## config.mk

```make
export PLATFORM = sky130hd
export DESIGN_NAME = lfa_dp
export DESIGN_NICKNAME = d
export VERILOG_FILES = /design/src/rtl/assert_macros.svh /design/src/rtl/lfa_pkg.sv /design/src/rtl/lfa_ram.sv /design/src/rtl/lfa_dp.sv
export SDC_FILE = /design/constraint.sdc
export NUM_CORES = 2
export LEC_CHECK = 0
export ABC_AREA = 1
export BUFFER_PORTS_ARGS = -buffer_cell sky130_fd_sc_hd__buf_2
export CAP_MARGIN = 10
export CELL_PAD_IN_SITES_DETAIL_PLACEMENT = 0
export CELL_PAD_IN_SITES_GLOBAL_PLACEMENT = 1
export CORE_MARGIN = 4
export CORE_UTILIZATION = 35
export CTS_CLUSTER_DIAMETER = 80
export DETAILED_ROUTE_END_ITERATION = 12
export GPL_ROUTABILITY_DRIVEN = 0
export PLACE_DENSITY_LB_ADDON = 0.1
export SYNTH_ARGS = -nofsm -noshare
export SYNTH_HDL_FRONTEND = slang
export SYNTH_SLANG_ARGS = --single-unit
```

## constraint.sdc

```tcl
create_clock -name clk -period 11.58 [get_ports clk]
set_input_delay 1.158 -clock clk [delete_from_list [all_inputs] [get_ports clk]]
set_output_delay 1.158 -clock clk [all_outputs]
set_load 0.01 [all_outputs]
```

## src/rtl/assert_macros.svh

```systemverilog
// Concurrent assertion macros for the allocator RTL
`ifndef ASSERT_MACROS_SVH
`define ASSERT_MACROS_SVH

// Same-cycle implication, sampled on clk, off during reset
`define ASSERT_IMPLY(lbl, ante, cons, msg) \
    lbl: assert property (@(posedge clk) disable iff (!rst_n) (ante) |-> (cons)) \
        else $error(msg);

// Next-cycle implication, sampled on clk, off during reset
`define ASSERT_NEXT(lbl, ante, cons, msg) \
    lbl: assert property (@(posedge clk) disable iff (!rst_n) (ante) |=> (cons)) \
        else $error(msg);

`endif

```

## src/rtl/lfa_pkg.sv

```systemverilog
// Shared constants, types and helpers for the lowest-free-id allocator
`timescale 1ns / 1ps

package lfa_pkg;

    localparam int UNIVERSE = 1024;
    localparam int WORD_W   = 64;
    localparam int BIT_W    = 6;
    localparam int NWORDS   = (UNIVERSE + WORD_W - 1) / WORD_W;
    localparam int AW       = (NWORDS > 1) ? $clog2(NWORDS) : 1;
    localparam int VAL_W    = 10;
    localparam int CMD_W    = 2;
    localparam int REM_BITS = UNIVERSE % WORD_W;

    typedef enum logic [CMD_W-1:0] {
        CMD_MARK    = 2'd0,
        CMD_ALLOC   = 2'd1,
        CMD_RELEASE = 2'd2
    } cmd_t;

    typedef enum logic {
        SRC_REQ  = 1'b0,
        SRC_FREE = 1'b1
    } rd_src_t;

    typedef struct packed {
        logic    load;
        logic    rd_en;
        rd_src_t rd_src;
        logic    wr_en;
        logic    wr_alloc;
        logic    set_bit;
        logic    load_out;
    } dp_ctl_t;

    typedef struct packed {
        logic in_range;
    } dp_sts_t;

    function automatic logic [WORD_W-1:0] valid_mask(input logic [AW-1:0] w);
        logic [WORD_W-1:0] m;
        m = '1;
        if ((REM_BITS != 0) && (int'(w) == NWORDS - 1))
        begin
            m = (WORD_W'(1) << REM_BITS) - WORD_W'(1);
        end
        return m;
    endfunction

endpackage

```

## src/rtl/lfa_ram.sv

```systemverilog
// Generic single-write, single-read RAM with registered read data
`timescale 1ns / 1ps

module lfa_ram #(
    parameter int WIDTH = 64,
    parameter int DEPTH = 16
) (
    input  logic                                   clk,
    input  logic                                   wr_en,
    input  logic [((DEPTH > 1) ? $clog2(DEPTH) : 1)-1:0] wr_addr,
    input  logic [WIDTH-1:0]                       wr_data,
    input  logic                                   rd_en,
    input  logic [((DEPTH > 1) ? $clog2(DEPTH) : 1)-1:0] rd_addr,
    output logic [WIDTH-1:0]                       rd_data
);

    logic [WIDTH-1:0] mem [DEPTH];
    logic [WIDTH-1:0] rd_data_reg;

    always_ff @(posedge clk)
    begin
        if (wr_en)
        begin
            mem[wr_addr] <= wr_data;
        end
        if (rd_en)
        begin
            rd_data_reg <= mem[rd_addr];
        end
    end

    assign rd_data = rd_data_reg;

endmodule

```

## src/rtl/lfa_dp.sv

```systemverilog
// Datapath: occupancy RAM, full-word summary, bit update and lowest-free search
`timescale 1ns / 1ps

module lfa_dp
    import lfa_pkg::*;
(
    input  logic             clk,
    input  logic             rst_n,
    input  dp_ctl_t          ctl,
    output dp_sts_t          sts,
    input  logic [VAL_W-1:0] req_value,
    output logic [VAL_W-1:0] lowest_free,
    output logic             status
);

    logic [VAL_W-1:0]  val_reg;
    logic [NWORDS-1:0] summary_reg;
    logic [NWORDS-1:0] valid_reg;
    logic [AW-1:0]     rd_addr_reg;
    logic              rd_valid_reg;
    logic              any_free_reg;
    logic [VAL_W-1:0]  lowest_free_reg;
    logic              status_reg;

    logic [AW-1:0]     free_word;
    logic              any_free;
    logic [AW-1:0]     rd_addr;
    logic [WORD_W-1:0] rd_data;
    logic [WORD_W-1:0] cur_word;
    logic [WORD_W-1:0] vmask;
    logic [WORD_W-1:0] bit_onehot;
    logic [WORD_W-1:0] mod_word;
    logic [WORD_W-1:0] free_bits;
    logic [BIT_W-1:0]  free_pos;
    logic [WORD_W-1:0] alloc_word;
    logic [WORD_W-1:0] wr_data;
    logic              wr_en;

    always_comb
    begin
        free_word = '0;
        any_free  = 1'b0;
        for (int i = NWORDS - 1; i >= 0; i--)
        begin
            if (!summary_reg[i])
            begin
                free_word = AW'(i);
                any_free  = 1'b1;
            end
        end
    end

    assign rd_addr = (ctl.rd_src == SRC_FREE) ? free_word : AW'(req_value >> BIT_W);

    lfa_ram #(
        .WIDTH (WORD_W),
        .DEPTH (NWORDS)
    ) u_occ_ram (
        .clk     (clk),
        .wr_en   (wr_en),
        .wr_addr (rd_addr_reg),
        .wr_data (wr_data),
        .rd_en   (ctl.rd_en),
        .rd_addr (rd_addr),
        .rd_data (rd_data)
    );

    assign cur_word   = rd_valid_reg ? rd_data : '0;
    assign vmask      = valid_mask(rd_addr_reg);
    assign bit_onehot = WORD_W'(1) << val_reg[BIT_W-1:0];
    assign mod_word   = ctl.set_bit ? (cur_word | bit_onehot) : (cur_word & ~bit_onehot);
    assign free_bits  = ~cur_word & vmask;

    always_comb
    begin
        free_pos = '0;
        for (int i = WORD_W - 1; i >= 0; i--)
        begin
            if (free_bits[i])
            begin
                free_pos = BIT_W'(i);
            end
        end
    end

    assign alloc_word = cur_word | (WORD_W'(1) << free_pos);
    assign wr_data    = ctl.wr_alloc ? alloc_word : mod_word;
    assign wr_en      = ctl.wr_en && (!ctl.wr_alloc || any_free_reg);

    assign sts.in_range = int'(val_reg) < UNIVERSE;

    always_ff @(posedge clk or negedge rst_n)
    begin
        if (!rst_n)
        begin
            summary_reg <= '0;
            valid_reg   <= '0;
        end
        else if (wr_en)
        begin
            summary_reg[rd_addr_reg] <= ((wr_data & vmask) == vmask);
            valid_reg[rd_addr_reg]   <= 1'b1;
        end
    end

    always_ff @(posedge clk)
    begin
        if (ctl.load)
        begin
            val_reg <= req_value;
        end
        if (ctl.rd_en)
        begin
            rd_addr_reg  <= rd_addr;
            rd_valid_reg <= valid_reg[rd_addr];
            any_free_reg <= any_free;
        end
        if (ctl.load_out)
        begin
            lowest_free_reg <= any_free_reg ? VAL_W'({rd_addr_reg, free_pos}) : '0;
            status_reg      <= !any_free_reg;
        end
    end

    assign lowest_free = lowest_free_reg;
    assign status      = status_reg;

endmodule

```

# Word level (Yosys, flattened, before mapping)
# Memories as Yosys holds them, arrays and structs flattened. A register that Yosys moved wholly into a read port is not among the register bits.
# Index checks and enable logic that the tools add are counted.
[word_totals]
memories = 1
regBits = 55
elab_cells = 119
output_inout_bits = 12
input_bits = 19
ram_bits = 1024
[op_classes]
bitwise = 6
n_shift = 2
n_eq_ne = 1
n_lt_le_gt_ge = 3
n_reduce_logical = 6
n_mux = 92
[memory_table]
columns = ["name", "words", "word_bits", "rd", "rd_ports_with_merged_regs", "write_ports", "line_no", "source"]
rows = [
  ["u_occ_ram.mem", 16, 64, 1, 1, 1, "lfa_ram.sv:17", "logic [WIDTH-1:0] mem [DEPTH];"],
]
[op_table]
columns = ["cell", "n"]
rows = [
  ["$mux 6", 64],
  ["$mux 64", 3],
  ["$not 64->64", 2],
  ["$or 64x64->64", 2],
  ["$shl 1x6->64 const A", 2],
  ["$mux 4", 17],
  ["$and 64x64->64", 1],
  ["$eq 64x64->1 const B", 1],
  ["$bwmux 16", 1],
  ["$or 16x16->16", 1],
  ["$reduce_and 15->1", 1],
  ["$lt 4x5->1 const B", 2],
  ["$mux 1", 5],
  ["$bmux 1 s4", 1],
  ["$demux 1 s4", 1],
  ["$ge 4x1->1 const B", 1],
  ["$logic_and 1x1->1", 2],
  ["$logic_not 1->1", 2],
  ["$logic_or 1x1->1", 1],
]

# Longest topological paths before layout
[depth]
ltp_word = 71
ltp_mapped = 76
depth_no_buf = 75

# By module
# Synthesis repeated with hierarchy kept, for this count alone.
[unflattened]
cells_unflattened = 5337
area_unflattened_um2 = 52421.5
[by_module_without_submodules]
columns = ["module", "n_inst", "area_per_inst_um2", "seq_area_each_um2", "cells_per_inst"]
rows = [
  ["lfa_ram", 1, 45926.5, 32671.3, 4210],
  ["lfa_dp", 1, 6495.0, 1491.4, 1127],
]

# Least setup slack after synthesis
# Ideal clock, no wire load.
[synth_path]
path_type = "input to register"
startpoint = "input ctl[2] (netlist name)"
endpoint = "register summary_reg[5]"
setup_slack_ps = 6381
setup_time_ps = 125
n_path_buf = 1
t_arrival_ps = 5073
cell_stages = 9
required_ps = 11455
cell_sequence = "inv_2 clkbuf_1 o21ai_0 inv_1 nand3_1 nor2_1 inv_1 nand2_1 nand2_1"
[synth_via]
elab_chain_cells = 3
word_cells_on_any_way = 6
classes_between = "eq/ne (1); mux (2); reduce/logical (3)"
[synth_rtl]
columns = ["item", "line_no", "source"]
rows = [
  ["from (decl)", "lfa_dp.sv:9", "input dp_ctl_t ctl,"],
  ["$mux 64 or $logic_not 1->1 (tied branches)", "lfa_dp.sv:87, lfa_dp.sv:88", ""],
  ["$eq 64x64->1 or $logic_or 1x1->1 (tied branches)", "lfa_dp.sv:101, lfa_dp.sv:88", ""],
  ["$bwmux 16 or $logic_and 1x1->1 (tied branches)", "lfa_dp.sv:101, lfa_dp.sv:88", ""],
  ["to (signal, indexed assignment)", "lfa_dp.sv:101", "summary_reg[rd_addr_reg] <= ((wr_data & vmask) == vmask);"],
  ["to (decl)", "lfa_dp.sv:17", "logic [NWORDS-1:0] summary_reg;"],
]
# Parallel ways exist; a longest one is shown, timed or not.
# A chain may end at the register's enable or synchronous reset.

# Worst setup path in the final report
[layout_path]
startpoint = "register u_occ_ram.rd_data_reg[63], in the netlist u_occ_ram.rd_data[63], read port of u_occ_ram.mem"
endpoint = "register summary_reg[0]"
[layout_via]
elab_chain_cells = 71
word_cells_on_any_way = 74
classes_between = "eq/ne (1); shift (1); mux (68); bitwise (4)"
[layout_rtl]
columns = ["item", "line_no", "source"]
rows = [
  ["from (decl)", "lfa_ram.sv:18", "logic [WIDTH-1:0] rd_data_reg;"],
  ["$mux 64", "lfa_dp.sv:68", "assign cur_word = rd_valid_reg ? rd_data : '0;"],
  ["$not 64->64", "lfa_dp.sv:72", "assign free_bits = ~cur_word & vmask;"],
  ["$mux 6 (64 in series)", "lfa_dp.sv:79", "if (free_bits[i])"],
  ["$shl 1x6->64", "lfa_dp.sv:86", "assign alloc_word = cur_word | (WORD_W'(1) << free_pos);"],
  ["$or 64x64->64", "lfa_dp.sv:86", ""],
  ["$mux 64", "lfa_dp.sv:87", "assign wr_data = ctl.wr_alloc ? alloc_word : mod_word;"],
  ["net u_occ_ram.wr_data[13]", "lfa_ram.sv:11", "input logic [WIDTH-1:0] wr_data,"],
  ["$eq 64x64->1", "lfa_dp.sv:101", ""],
  ["$bwmux 16", "lfa_dp.sv:101", ""],
]
# The timed path passes the listed nets, and every way through them passes these cells.

==> reports/qor.yml <==
status: "completed"
first_global_vias: 29800
drt_iter0_drc: 2753
power_leakage_nw: 19.6
ant_nets: 0
maxSlewViolCount: 0
synthesis.instances: 4156
critPathKind: "flop to flop"
clkTransAtPathRegs_ns: 0.06
groute.usage.overall: 0.200
synth_edf_count: 1111
avgSynthCellArea_sq_um: 11.8
grt_pass1_wl_um: 214000
viasPerCell: 5.14
root_buffer: "clkbuf_16"
rsz0062_at_grt: "no"
drive_above_1_share: 0.0823
finalSetupTns_ns: 0
cts_hold_buf: 0
die_width_um: 382
clk_latency_ns: 0.76
critPathMostFrequentCell: "nand2_1"
initial_utilization: 0.352
grt-ovfl-total: 0
synth.distinct_cells: 45
wl_per_cell_um: 24.3
htreeDepth: 3
fp.dieH_um: 382
yosysSeqAreaShare: 0.697
port_buffers: 29
wl_um: 148000
cts_tree: "built"
tightest_slew_ns: 1.23
post-cts-setup-buffers: 0
max_cap_violations: 0
worstPathArrival_ns: 7.91
io_pins: 31
instances_no_fill: 6106
setup_violations: 0
placed_cells: 5880
max_stage_delay_ns: 0.93
syn2layout_area_growth_pct: 12.6
clockBufferDepth: 3
cp-end-kind: "flop"
cp.required_ns: 12.24
first_pass_iters: 6
max_freq_mhz: 138
cts.sinks: 1143
drt_drc_violations_left: 0
ctsResizeCount: 0
vias: 31400
grt_antenna_before_repair: 10
synth_nets: 4175
die_area_sq_um: 146000
grt_max_degree: 191
nFillCells: 13300
nets: 4152
largest_reg_flops: 1024
crit_fanout: 17
synthFlopType: "edfxtp_1"
coreArea_sq_um: 139000
ys_ff_latch: 1143
start_kind: "flop"
synth_area_sq_um: 49000
clock_skew_ns: 0.0422
fp-row-count: 137
max_slew_margin: 0.177
synth-async-reset-ratio: 0.0280
fin_crit_sh: 0.626
fin_crit_ns: 7.25
slowest_stage: "a21oi_1"
ys_warn_count: 0
ir_worst_vdd_mv: 0.117
power_density_nw_per_um2: 168
place_hpwl_um: 80400
final_hold_viol_count: 0
min_path_type: "flop to flop"
cts_buffers: 121
layout make-up:
type	count	area, sq um	area share
sequential	1143	34200	0.619
multi-input combinational	2213	12000	0.217
clock buffer	148	3170	0.0574
tap	1876	2350	0.0425
inverter	542	2040	0.0370
timing repair buffer	112	846	0.0153
clock inverter	70	639	0.0116
antenna	2	5.00	0.0000906
metal layers:
metal	wire, um	share of wire	GRT usage
met1	69800	0.47	0.284
met2	68800	0.46	0.321
met3	6690	0.045	0.0326
met4	3100	0.021	0.0476
met5	41	0.00028	0
cell usage in the layout (no fill, tap or decap), types with 15 or more instances in the layout:
master	instances
o221ai_1	130
buf_4	78
inv_1	538
nand3_1	140
o211ai_1	72
nand2_1	552
mux2i_1	128
edfxtp_1	1111
a21oi_1	271
nor2_4	18
clkinv_2	23
clkinv_1	29
clkbuf_16	123
buf_2	28
dfrtp_1	32
o311ai_0	15
clkbuf_1	25
nor2_1	136
o21ai_0	648
cell usage after synthesis, types with 4 or more instances:
cell type	number	area (sq um)
edfxtp_1	1111	33400
o21ai_0	648	3240
nand2_1	552	2070
inv_1	540	2030
a21oi_1	273	1370
clkbuf_1	218	818
nor2_1	152	571
nand3_1	140	701
o221ai_1	130	1140
mux2i_1	128	1280
o211ai_1	72	541
buf_1	33	124
dfrtp_1	32	801
o311ai_0	15	131
nand3_2	12	120
a21oi_2	10	87.6
a311oi_1	10	87.6
nor2_2	8	50.1
or2_2	8	50.1
nor3_1	7	35.0
nor4_1	7	43.8
o21ai_1	6	30.0
nand4_1	5	31.3
a211oi_1	4	30.0
a31oi_1	4	25.0
buf_2	4	20.0
power breakdown:
part	leakage [nW]	internal (W)	switching, W
logic	7.20	0.000167	0.000565
registers	10.5	0.00473	0.0000526
clock network	1.86	0.00215	0.00160
per-stage QoR:
stage	area, sq um	total power [W]	utilization	hold WS (ns)	setup WS, ns
2_1_floorplan	49000	0.00527	-	0.423	6.38
3_3_place_gp	51300	0.00560	0.368	0.438	4.30
5_1_grt	55200	0.00963	0.396	0.471	3.44
3_5_place_dp	51300	0.00560	0.368	0.442	4.43
6_report	55200	0.00927	0.396	0.454	4.33
4_1_cts	55200	0.00937	0.396	0.427	4.33
worst paths after layout:
path                                            start               to  slack (ns)  cells past startpoint
min in group asynchronous                       rst_n     valid_reg[3]        0.46                      1
max in group asynchronous                       rst_n  summary_reg[14]       10.61                      1
worst min register to register           valid_reg[3]     valid_reg[3]        0.45                      2
worst max register to register  u_occ_ram.rd_data[63]   summary_reg[0]        4.33                     73
worst min-delay path                     valid_reg[3]     valid_reg[3]        0.45                      2
worst max-delay path            u_occ_ram.rd_data[63]   summary_reg[0]        4.33                     73
critical path, delay by kind of cell, from the launching register on:
family	cells	cell delay, ns
compound gates	1	0.93
simple gates	71	5.73
buf+inv	1	0.07
flops	1	0.41
cells by family (layout without fill, tap and decap cells):
family          after synthesis  count (layout)  share of synthesized area
compound gates             1183            1183                      0.138
other cells                   1               3                  0.0000765
buf+inv                     800             872                     0.0617
mux                         128             128                     0.0261
simple gates                901             901                     0.0770
flops                      1143            1143                      0.697
No activity file was read; power rests on OpenSTA's default activity.
