--- config.mk ---
export PLATFORM = sky130hd
export DESIGN_NAME = lfa_ctrl
export DESIGN_NICKNAME = d
export VERILOG_FILES = /design/src/rtl/lfa_pkg.sv /design/src/rtl/lfa_ctrl.sv
export VERILOG_INCLUDE_DIRS = /design/src /design/src/rtl
export SDC_FILE = /design/constraint.sdc
export NUM_CORES = 1
export LEC_CHECK = 0
export BUFFER_PORTS_ARGS = -buffer_cell sky130_fd_sc_hd__buf_2
export CAP_MARGIN = 10
export CELL_PAD_IN_SITES_DETAIL_PLACEMENT = 0
export CELL_PAD_IN_SITES_GLOBAL_PLACEMENT = 1
export CORE_AREA = 5 5 42 44
export DETAILED_ROUTE_END_ITERATION = 12
export DIE_AREA = 0 0 47 49
export PLACE_DENSITY_LB_ADDON = 0.1
export SETUP_SLACK_MARGIN = 0.5
export SYNTH_ARGS = -nofsm -noshare
export SYNTH_HDL_FRONTEND = slang
export SYNTH_SLANG_ARGS = --single-unit
--- constraint.sdc ---
create_clock -name clk -period 4.1 [get_ports clk]
set_clock_uncertainty 0.1 [all_clocks]
set_input_delay 0.615 -clock clk [delete_from_list [all_inputs] [get_ports clk]]
set_output_delay 0.615 -clock clk [all_outputs]
set_load 0.03 [all_outputs]
--- src/rtl/assert_macros.svh ---
// Concurrent assertion macros for the allocator RTL
`ifndef ASSERT_MACROS_SVH
`define ASSERT_MACROS_SVH

// Same-cycle implication, sampled on clk, off during reset
`define ASSERT_IMPLY(lbl, ante, cons, msg) \
    lbl: assert property (@(posedge clk) disable iff (!rst_n) (ante) |-> (cons)) \
        else $error(msg);

// Next-cycle implication, sampled on clk, off during reset
`define ASSERT_NEXT(lbl, ante, cons, msg) \
    lbl: assert property (@(posedge clk) disable iff (!rst_n) (ante) |=> (cons)) \
        else $error(msg);

`endif

--- src/rtl/lfa_pkg.sv ---
// Shared constants, types and helpers for the lowest-free-id allocator
`timescale 1ns / 1ps

package lfa_pkg;

    localparam int UNIVERSE = 1024;
    localparam int WORD_W   = 64;
    localparam int BIT_W    = 6;
    localparam int NWORDS   = (UNIVERSE + WORD_W - 1) / WORD_W;
    localparam int AW       = (NWORDS > 1) ? $clog2(NWORDS) : 1;
    localparam int VAL_W    = 10;
    localparam int CMD_W    = 2;
    localparam int REM_BITS = UNIVERSE % WORD_W;

    typedef enum logic [CMD_W-1:0] {
        CMD_MARK    = 2'd0,
        CMD_ALLOC   = 2'd1,
        CMD_RELEASE = 2'd2
    } cmd_t;

    typedef enum logic {
        SRC_REQ  = 1'b0,
        SRC_FREE = 1'b1
    } rd_src_t;

    typedef struct packed {
        logic    load;
        logic    rd_en;
        rd_src_t rd_src;
        logic    wr_en;
        logic    wr_alloc;
        logic    set_bit;
        logic    load_out;
    } dp_ctl_t;

    typedef struct packed {
        logic in_range;
    } dp_sts_t;

    function automatic logic [WORD_W-1:0] valid_mask(input logic [AW-1:0] w);
        logic [WORD_W-1:0] m;
        m = '1;
        if ((REM_BITS != 0) && (int'(w) == NWORDS - 1))
        begin
            m = (WORD_W'(1) << REM_BITS) - WORD_W'(1);
        end
        return m;
    endfunction

endpackage

--- src/rtl/lfa_ctrl.sv ---
// Controller: sequences read, update, search and response for each command word
`timescale 1ns / 1ps

`include "assert_macros.svh"

module lfa_ctrl
    import lfa_pkg::*;
(
    input  logic             clk,
    input  logic             rst_n,
    input  logic             req_valid,
    input  logic [CMD_W-1:0] req_cmd,
    output logic             req_ready,
    output logic             rsp_valid,
    input  logic             rsp_ready,
    input  dp_sts_t          sts,
    output dp_ctl_t          ctl
);

    typedef enum logic [1:0] {
        S_IDLE,
        S_MOD,
        S_FIND,
        S_SCAN
    } state_t;

    state_t state_reg;
    state_t state_next;
    cmd_t   cmd_reg;
    cmd_t   cmd_next;
    logic   rsp_valid_reg;
    logic   rsp_valid_next;

    always_comb
    begin
        ctl            = '0;
        state_next     = state_reg;
        cmd_next       = cmd_reg;
        rsp_valid_next = rsp_valid_reg;
        if (rsp_valid_reg && rsp_ready)
        begin
            rsp_valid_next = 1'b0;
        end
        case (state_reg)
            S_IDLE:
            begin
                if (req_valid)
                begin
                    ctl.load  = 1'b1;
                    ctl.rd_en = 1'b1;
                    cmd_next  = cmd_t'(req_cmd);
                    if (req_cmd == CMD_ALLOC)
                    begin
                        ctl.rd_src = SRC_FREE;
                        state_next = S_SCAN;
                    end
                    else
                    begin
                        ctl.rd_src = SRC_REQ;
                        state_next = S_MOD;
                    end
                end
            end
            S_MOD:
            begin
                ctl.wr_en   = ((cmd_reg == CMD_MARK) || (cmd_reg == CMD_RELEASE))
                              && sts.in_range;
                ctl.set_bit = (cmd_reg == CMD_MARK);
                state_next  = S_FIND;
            end
            S_FIND:
            begin
                ctl.rd_en  = 1'b1;
                ctl.rd_src = SRC_FREE;
                state_next = S_SCAN;
            end
            S_SCAN:
            begin
                if (!rsp_valid_reg || rsp_ready)
                begin
                    ctl.load_out   = 1'b1;
                    ctl.wr_en      = (cmd_reg == CMD_ALLOC);
                    ctl.wr_alloc   = 1'b1;
                    rsp_valid_next = 1'b1;
                    state_next     = S_IDLE;
                end
            end
            default:
            begin
                state_next = S_IDLE;
            end
        endcase
    end

    always_ff @(posedge clk or negedge rst_n)
    begin
        if (!rst_n)
        begin
            state_reg     <= S_IDLE;
            cmd_reg       <= CMD_MARK;
            rsp_valid_reg <= 1'b0;
        end
        else
        begin
            state_reg     <= state_next;
            cmd_reg       <= cmd_next;
            rsp_valid_reg <= rsp_valid_next;
        end
    end

    assign req_ready = (state_reg == S_IDLE);
    assign rsp_valid = rsp_valid_reg;

    `ASSERT_NEXT(a_busy_after_accept, req_valid && req_ready, !req_ready, "ready after accept")
    `ASSERT_NEXT(a_alloc_to_scan, req_valid && req_ready && (req_cmd == CMD_ALLOC), state_reg == S_SCAN, "allocate skipped search")
    `ASSERT_IMPLY(a_no_write_idle, ctl.wr_en, state_reg != S_IDLE, "write while idle")

endmodule

-- Word-level counts from Yosys, hierarchy flattened
Index checks and enable logic that the tools add are counted.
Widths: inputs -> output; s select.
- eq/ne operators: 8
- multiplexer cells: 17
- reductions and logical operators: 9
- operator list (operator ; count):
    $mux 1 ; 9
    $mux 2 ; 4
    $pmux 2 s4 ; 1
    $eq 2x1->1 const B ; 3
    $eq 2x2->1 const B ; 3
    $logic_not 2->1 ; 2
    $ne 2x2->1 const B ; 2
    $pmux 2 s2 ; 1
    $reduce_and 2->1 ; 2
    $mux 3 ; 1
    $logic_and 1x1->1 ; 2
    $logic_or 1x1->1 ; 2
    $pmux 1 s2 ; 1
    $logic_not 1->1 ; 1
- logic and storage cells: 37
- flip-flop bits (word level): 5

-- Longest topological paths before layout
Gate-level depths: netlist of the first run.
- word-level depth: 4
- depth in mapped cells: 5
- mapped depth without buffers: 5

-- Least setup slack after synthesis of the first run
OpenSTA, ideal clock, no wires.
- kind: reg-to-output
- from: reg state_reg[0]
- to: out ctl[4] in the netlist's numbering
- arrival: 1591 ps
- slack: 1794 ps
- required time: 3385 ps
- buffers on the path: 0
- stages on the path, launching flop included: 6
- path through: dfrtp_1 -> inv_1 -> ha_1 -> nand2_2 -> inv_1 -> a31o_2
- RTL lines (item ; line ; text):
    from (decl) ; lfa_ctrl.sv:27 ; state_t state_reg;
    from (signal assigned) ; lfa_ctrl.sv:105 ; state_reg <= state_next;
    to (decl) ; lfa_ctrl.sv:17 ; output dp_ctl_t ctl

==> qor.csv, run 1 <==
metric;value;unit
clock latency on the worst-skew pair;0.24;ns
CTS buffer count;3;
Synth top area share;36.6;%
HP Class;input port to asynchronous set/reset pin;
Worst EP required;3.38;ns
post-synth design cell area;342;sq um
mux contribution to synthesized area;7.33;%
Post-synth ARST share;100;%
Worst Tran Pin Value;0.224;ns
Power Dens Cells;884;nW/um^2
clock group share of total power;14.4;%
Worst Setup End Kind;primary output;
sw frac;48.8;%
count of cell types in the netlist;20;
Final Core Density;32.5;%
Yosys reg bits;5;
final non-filler cell area;455;sq um
final wirelength;760;microns
Power, Total;0.402;mW
worst setup margin;1.80;ns
area grow syn2layout;33.3;%
Filler cells;163;
sequential cell area fraction in the yosys report;36.6;%
Sink Count;5;
vias in the first global route;344;
GRT Max-Usage Layer;met2;
Critical Path Fanout Max;6;
Adder-Cell Fraction of Synth Area;14.7;%
NumNets Final;64;
initial antenna violation count;0;
Period Utilization, post-route;56.1;%
DR iter-0 viols;2;
largest net degree at the start of global routing;7;
reg-to-reg critical path startpoint;state_reg[1];
complex-gate fraction of the synthesized area;12.8;%
post-CTS sizing;0;
sequential power share;23.4;%
top area cells in the synthesized netlist;dfrtp_1, ha_1, inv_1, mux2_4, nand2b_1;
Non-Filler Instances;68;
Worst EP arrival;1.58;ns
Die X;47;microns
Post-synth EDFFs;0;
H-tree depth;1;
# rows;14;
Die H;49;microns
status;finished clean;
VDD IR-drop max;231;uV
pins over their slew limit;0;
post-place setup slack;2.05;ns
Setup CP Type;flip-flop to primary output;
Yosys warnings;0;
Placed Cells;64;
Final Hold Viols;0;
layout cells sized above 1;42.3;%
internal power;0.206;mW
HPWL Detailed;658;microns
Pleak;0.266;nW
mean post-synth cell area;10.0;sq um
Gate Count Post-Synth;34;
IO Pins;16;
global-route track usage on met1;8.87;%
WL per Instance;11.2;microns
Slew headroom;85.1;%
gp weighted congestion;0.705;
clk root buf;clkbuf_4;
Hold Slack;0.0730;ns
Vias;300;
post-synthesis xor/xnor area fraction;0;%
most common flop cell mapped by yosys;dfrtp_1;
minimum clock period;2.30;ns
core area;1400;sq um
fmax;435;MHz
Detailed Routing Iterations Pass 1;2;
grt met3 use;1.85;%
worst setup path start;state_reg[0];
number of setup buffers added after CTS;0;
dominant cell type by area after synthesis;dfrtp_1;
RSZ-0062 raised after global routing;false;
post-DR vias/cell;4.41;
CTS tree;yes;
Clk pin slew, worst setup/hold paths;0.04;ns
CTS Hold Bufs;0;
clk buf depth;2;
final setup violation count;0;
CP Launch Type;flip-flop;
first-pass GRT wire length;1.28;mm
Mapped Nets;45;
# diodes;0;
number of port buffers;15;
area post-placement;429;sq um
worst reg2reg path depth;4;
Max Cap Viol;0;
met2 track demand over resource;10.9;%
die area;2300;sq um
Routed Antenna Nets;0;
global route overflow;0;
DRC;0;
GRT Util Overall;8.05;%
Gate power share;62.2;%
initial core utilization;24.4;%
Sw Pwr;0.196;mW
post-synthesis simple-gate area fraction;20.9;%
top post-synthesis cells by count;dfrtp_1, inv_1, ha_1;
Post-Route Setup TNS;0;ns
largest family of logic cells by synthesized area;simple AND/OR/NAND/NOR gates;
## layer usage
layer | vias up | routed length (microns)
li1 | 152 | -
met1 | 131 | 335
met2 | 15 | 342
met3 | 2 | 66
met4 | 0 | 15
met5 | - | 0
## final timing paths
check / endpoint / slack, ns
hold / removal: rsp_valid / 0.07
min in group clk: cmd_reg[1] / 0.40
max in group asynchronous: cmd_reg[0] / 3.70
setup / recovery: ctl[4] / 1.80
hold reg to reg: cmd_reg[1] / 0.40
setup reg to reg: cmd_reg[0] / 2.67
## logic make-up after synthesis
group,Yosys count
buffers and inverters,6
adder cells (fa/ha/maj),4
multiplexers,2
AO/OA/AOI/OAI,6
AND/OR/NAND/NOR,11
flip-flops,5
## power by group through the flow
stage               logic (mW)  clock network, mW  registers (mW)
CTS                      0.255             0.0614          0.0949
finish                   0.250             0.0579          0.0941
global placement         0.255                  0          0.0945
floorplan                0.190                  0          0.0992
global route             0.277             0.0670          0.0982
detailed placement       0.254                  0          0.0958
## worst max-delay path, cell delays in order, from the launching register on
cell and delay [ns]:
dfrtp_1 0.39, inv_1 0.08, ha_1 0.28, nand2_2 0.13
inv_1 0.06, a31o_2 0.23, buf_2 0.17
## layout by cell type (no fill, tap or decap)
master    count
mux2i_1       1
a31oi_1       1
dfrtp_1       5
nand4b_1      1
and2_1        1
clkbuf_4      3
o32a_1        1
a31o_2        1
nand2b_1      2
buf_2        15
or2b_1        1
ha_1          4
nor3b_1       1
nand2_2       1
clkbuf_1      1
o21ai_0       2
inv_1         5
mux2_4        1
nand2_1       2
and3b_1       1
a21oi_2       1
nor2b_1       1
## layout make-up
cell class / instances / area (sq um) / share of cell area (%)
inverter: 5 / 18.8 / 4.12
sequential: 5 / 125 / 27.5
tap: 16 / 20.0 / 4.40
timing repair buffer: 15 / 75.1 / 16.5
multi-input combinational: 23 / 190 / 41.8
clock buffer: 4 / 26.3 / 5.77
No activity file was read; power rests on OpenSTA's default activity.
==> run 2: changes to the inputs <==
Clock period 4.1 ns to 2.3 ns, I/O delays scaled along.
==> qor.csv, run 2 (synthesis gave the netlist of run 1 again) <==
metric;value;unit;change
post-DR vias/cell;4.22;;-4.3%
# rows;14;;unchanged
DR iter-0 viols;7;;+5
Detailed Routing Iterations Pass 1;2;;unchanged
pins over their slew limit;0;;unchanged
Vias;321;;+7.0%
grt met3 use;2.21;%;+0.37 points
VDD IR-drop max;534;uV;+130%
HPWL Detailed;662;microns;+0.64%
initial core utilization;24.4;%;unchanged
WL per Instance;11.8;microns;+5.1%
first-pass GRT wire length;1.46;mm;+14%
area post-placement;444;sq um;+3.5%
Die X;47;microns;unchanged
Pleak;0.307;nW;+15%
largest net degree at the start of global routing;6;;-1
final wirelength;893;microns;+18%
global route overflow;0;;unchanged
DRC;0;;unchanged
Routed Antenna Nets;0;;unchanged
CP top delay family;flip-flops;;
layout cells sized above 1;58.3;%;+16 points
initial antenna violation count;0;;unchanged
minimum clock period;1.80;ns;
Critical Path Fanout Max;3;;-3
RSZ-0062 raised after global routing;true;;
Post-Route Setup TNS;0;ns;unchanged
worst stage delay on the critical path;0.37;ns;-0.02 ns
Worst Setup End Kind;primary output;;
Worst EP required;1.86;ns;-1.52 ns
status;finished clean;;
CTS buffer count;3;;unchanged
fmax;554;MHz;
most frequent cells in the layout;buf_2, buf_4, dfrtp_1;;
Non-Filler Instances;76;;+12%
area grow syn2layout;72.9;%;
commonest non-fill, non-tap cell in the layout;buf_2;;
Period Utilization, post-route;78.5;%;
die area;2300;sq um;unchanged
CTS tree;yes;;
Setup CP Type;flip-flop to primary output;;
NumNets Final;72;;+13%
Die H;49;microns;unchanged
core area;1400;sq um;unchanged
GRT Max-Usage Layer;met2;;
Placed Cells;64;;unchanged
H-tree depth;1;;unchanged
HP Class;input port to flip-flop;;
Bufs and invs on worst path;3;;unchanged
slowest cell on the critical path;dfrtp_1;;
GRT Util Overall;9.32;%;+1.3 points
CP Launch Type;flip-flop;;
Filler cells;144;;-12%
clock latency on the worst-skew pair;0.25;ns;about the same
Clk pin slew, worst setup/hold paths;0.05;ns;about the same
global-route track usage on met1;11.1;%;+2.2 points
final non-filler cell area;591;sq um;+30%
clk buf depth;2;;unchanged
met2 track demand over resource;12.4;%;+1.6 points
Slew headroom;88.0;%;+2.9 points
final setup violation count;0;;unchanged
IO Pins;16;;unchanged
Max Cap Viol;0;;unchanged
Sink Count;5;;unchanged
clk root buf;clkbuf_4;;
Worst Tran Pin Value;0.180;ns;-0.0440 ns
Final Hold Viols;0;;unchanged
gp weighted congestion;0.681;;-3.4%
# diodes;0;;unchanged
number of port buffers;15;;unchanged
vias in the first global route;323;;-6.1%
Worst EP arrival;1.36;ns;-0.22 ns
critical-path cell list;inv_2 > ha_4 > nand2_4 > clkinvlp_4 > a31o_4 > buf_6;;
Power Dens Cells;1570;nW/um^2;+78%
run 2: area by class of cell:
type / instances / area (sq um) / share of cell area [%]
Clock buffer: 4 / 26.3 / 4.45
Inverter: 5 / 22.5 / 3.81
Multi-Input combinational cell: 23 / 241 / 40.9
Sequential cell: 5 / 125 / 21.2
Tap cell: 16 / 20.0 / 3.39
Timing Repair Buffer: 23 / 155 / 26.3
run 2: final timing paths:
path                       slack, ns  cells past startpoint      endpoint          from
setup / recovery                0.50                      6        ctl[4]  state_reg[1]
hold / removal                  0.29                      2    cmd_reg[0]    req_cmd[0]
setup reg to reg                0.87                      5  state_reg[0]  state_reg[1]
hold reg to reg                 0.40                      2    cmd_reg[1]    cmd_reg[1]
max in group asynchronous       1.62                      2    cmd_reg[0]         rst_n
min in group asynchronous       0.34                      2     rsp_valid         rst_n
run 2: layer usage:
metal	vias up	part of all wire (%)
met1	144	42
met5	-	0
met3	0	8.5
met4	0	0
li1	166	-
met2	11	50
run 2: repair_timing:
action | in CTS | in global routing
cloned | 0 | 0
endpoints found under the setup margin | 5 | 6
setup buffers | 4 | 3
gates resized for setup | 8 | 7
pin swaps | 3 | 2
endpoints found under the hold margin | 5 | 0
hold buffers | 1 | 0
run 2: through the flow:
step / total power, mW / utilization, % / setup slack [ns] / hold WS (ns)
2_1_floorplan: 0.536 / - / 0.485 / -0.0506
3_3_place_gp: 0.632 / 31.7 / 0.544 / 0.0656
3_5_place_dp: 0.644 / 31.7 / 0.524 / 0.0730
4_1_cts: 0.860 / 38.6 / 0.499 / 0.286
5_1_grt: 0.998 / 42.1 / 0.426 / 0.302
6_report: 0.930 / 42.1 / 0.495 / 0.293
run 2: power breakdown:
part           internal [mW]  switching, mW
logic                  0.307          0.348
clock network         0.0661         0.0440
registers              0.133         0.0312
total                  0.506          0.423
==> run 3: changes to the inputs <==
Clock period 2.3 ns to 1.8 ns, I/O delays scaled along.
==> qor.csv, run 3 (synthesis gave the netlist of run 1 again) <==
metric;value;unit;change
Setup CP Type;flip-flop to primary output;;
Clk pin slew, worst setup/hold paths;0.04;ns;about the same
largest net degree at the start of global routing;6;;unchanged
Sw Pwr;0.567;mW;+34%
grt met3 use;0.738;%;-1.5 points
RSZ-0062 raised after global routing;true;;
commonest non-fill, non-tap cell in the layout;buf_2;;
sequential power share;18.6;%;+1.0 points
CTS buffer count;3;;unchanged
number of port buffers;15;;unchanged
Pleak;0.324;nW;+5.8%
Max Cap Viol;0;;unchanged
met2 track demand over resource;15.2;%;+2.7 points
HP Class;input port to flip-flop;;
Bufs and invs on worst path;3;;unchanged
Power Dens Cells;2050;nW/um^2;+30%
hold-critical path depth;2;;unchanged
internal power;0.721;mW;+42%
reg-to-reg setup timing slack;0.31;ns;-0.56 ns
final wirelength;949;microns;+6.3%
slowest cell on the critical path;dfrtp_1;;
hold_sp;req_cmd[0];;
Worst Setup End Kind;primary output;;
Die X;47;microns;unchanged
Reg-to-Reg End;state_reg[1];;
Power, Total;1.29;mW;+39%
Sink Count;5;;unchanged
Worst Tran Pin Value;0.248;ns;+0.0688 ns
first-pass GRT wire length;1.47;mm;+0.48%
Gate power share;71.0;%;+0.5 points
GRT Max-Usage Layer;met2;;
critical-path cell list;inv_2 > ha_4 > nand2_4 > clkinvlp_4 > a31o_4 > buf_6;;
clock group share of total power;10.4;%;-1.4 points
Worst EP required;1.43;ns;-0.43 ns
Post-Route Setup TNS;0;ns;unchanged
Non-Filler Instances;77;;+1.3%
final non-filler cell area;629;sq um;+6.6%
DR iter-0 viols;2;;-5
DRC;0;;unchanged
area post-placement;485;sq um;+9.3%
most frequent cells in the layout;buf_2, buf_4, buf_6;;
Final Hold Viols;0;;unchanged
initial antenna violation count;0;;unchanged
worst setup margin;0.0699;ns;-0.425 ns
# diodes;0;;unchanged
Die H;49;microns;unchanged
global-route track usage on met1;9.11;%;-2.0 points
H-tree depth;1;;unchanged
post-place setup slack;0.223;ns;-0.301 ns
global route overflow;0;;unchanged
layout cells sized above 1;65.6;%;+7.2 points
worst reg2reg path depth;7;;+2
minimum clock period;1.73;ns;
Critical Path Fanout Max;3;;unchanged
final setup violation count;0;;unchanged
clk buf depth;2;;unchanged
status;finished clean;;
Filler cells;141;;-2.1%
WP depth;6;;unchanged
gp weighted congestion;0.737;;+8.3%
clock latency on the worst-skew pair;0.25;ns;about the same
sw frac;44.0;%;-1.5 points
NumNets Final;73;;+1.4%
VDD IR-drop max;763;uV;+43%
# rows;14;;unchanged
core area;1400;sq um;unchanged
initial core utilization;24.4;%;unchanged
Placed Cells;64;;unchanged
HPWL Detailed;694;microns;+4.8%
reg-to-reg critical path startpoint;state_reg[0];;
Detailed Routing Iterations Pass 1;2;;unchanged
CP Launch Type;flip-flop;;
fmax;578;MHz;
WL per Instance;12.3;microns;+4.9%
area grow syn2layout;84.2;%;
hold endpoint;cmd_reg[0];;
Slew headroom;83.4;%;-4.6 points
post-DR vias/cell;4.44;;+5.2%
Period Utilization, post-route;96.1;%;
clk root buf;clkbuf_4;;
CTS tree;yes;;
CP top delay family;flip-flops;;
Worst EP arrival;1.36;ns;about the same
vias in the first global route;375;;+16%
die area;2300;sq um;unchanged
pins over their slew limit;0;;unchanged
worst stage delay on the critical path;0.39;ns;+0.02 ns
GRT Util Overall;9.05;%;-0.27 points
Routed Antenna Nets;0;;unchanged
IO Pins;16;;unchanged
Vias;342;;+6.5%
[run 3: per-layer routing]
layer | part of all wire, % | wire [microns]
met1 | 37 | 353
met2 | 51 | 481
met3 | 9.8 | 93
met4 | 2.2 | 21
met5 | 0 | 0
[run 3: worst max-delay path by stage]
| stage | startpoint | endpoint | slack (ns) |
|---|---|---|---|
| after floorplan | state_reg[0] | ctl[4] | 0.20 |
| after global placement | state_reg[0] | ctl[4] | 0.25 |
| after detailed placement | state_reg[0] | ctl[4] | 0.22 |
| after CTS | state_reg[1] | ctl[4] | 0.05 |
| after global routing | state_reg[1] | ctl[4] | 0.02 |
| final | state_reg[0] | ctl[4] | 0.07 |
[run 3: repair_timing]
item                       CTS  global route
resized for setup           10             4
setup buffers                4             4
setup endpoints to repair   10            11
hold endpoints to repair     5             0
gates cloned                 0             0
hold buffers                 1             0
pin swaps                    2             3
[run 3: area by class of cell]
class | count | area, sq um | share of cell area (%)
timing repair buffer | 24 | 180 | 28.6
clock buffer | 4 | 26.3 | 4.17
inverter | 5 | 22.5 | 3.58
tap | 16 | 20.0 | 3.18
multi-input combinational | 23 | 254 | 40.4
sequential | 5 | 126 | 20.1
[run 3: power groups by stage]
stage                     clock (mW)  sequential [mW]  combinational, mW
after global routing           0.143            0.248              0.989
after global placement             0            0.240              0.666
final                          0.134            0.239              0.915
after CTS                      0.140            0.239              0.815
after floorplan                    0            0.250              0.532
after detailed placement           0            0.245              0.670
[run 3: stage by stage]
step	util, %	hold WS, ns
6_report	44.9	0.212
5_1_grt	44.9	0.219
4_1_cts	41.5	0.206
3_5_place_dp	34.6	-0.00766
3_3_place_gp	34.6	-0.00973
2_1_floorplan	-	-0.126
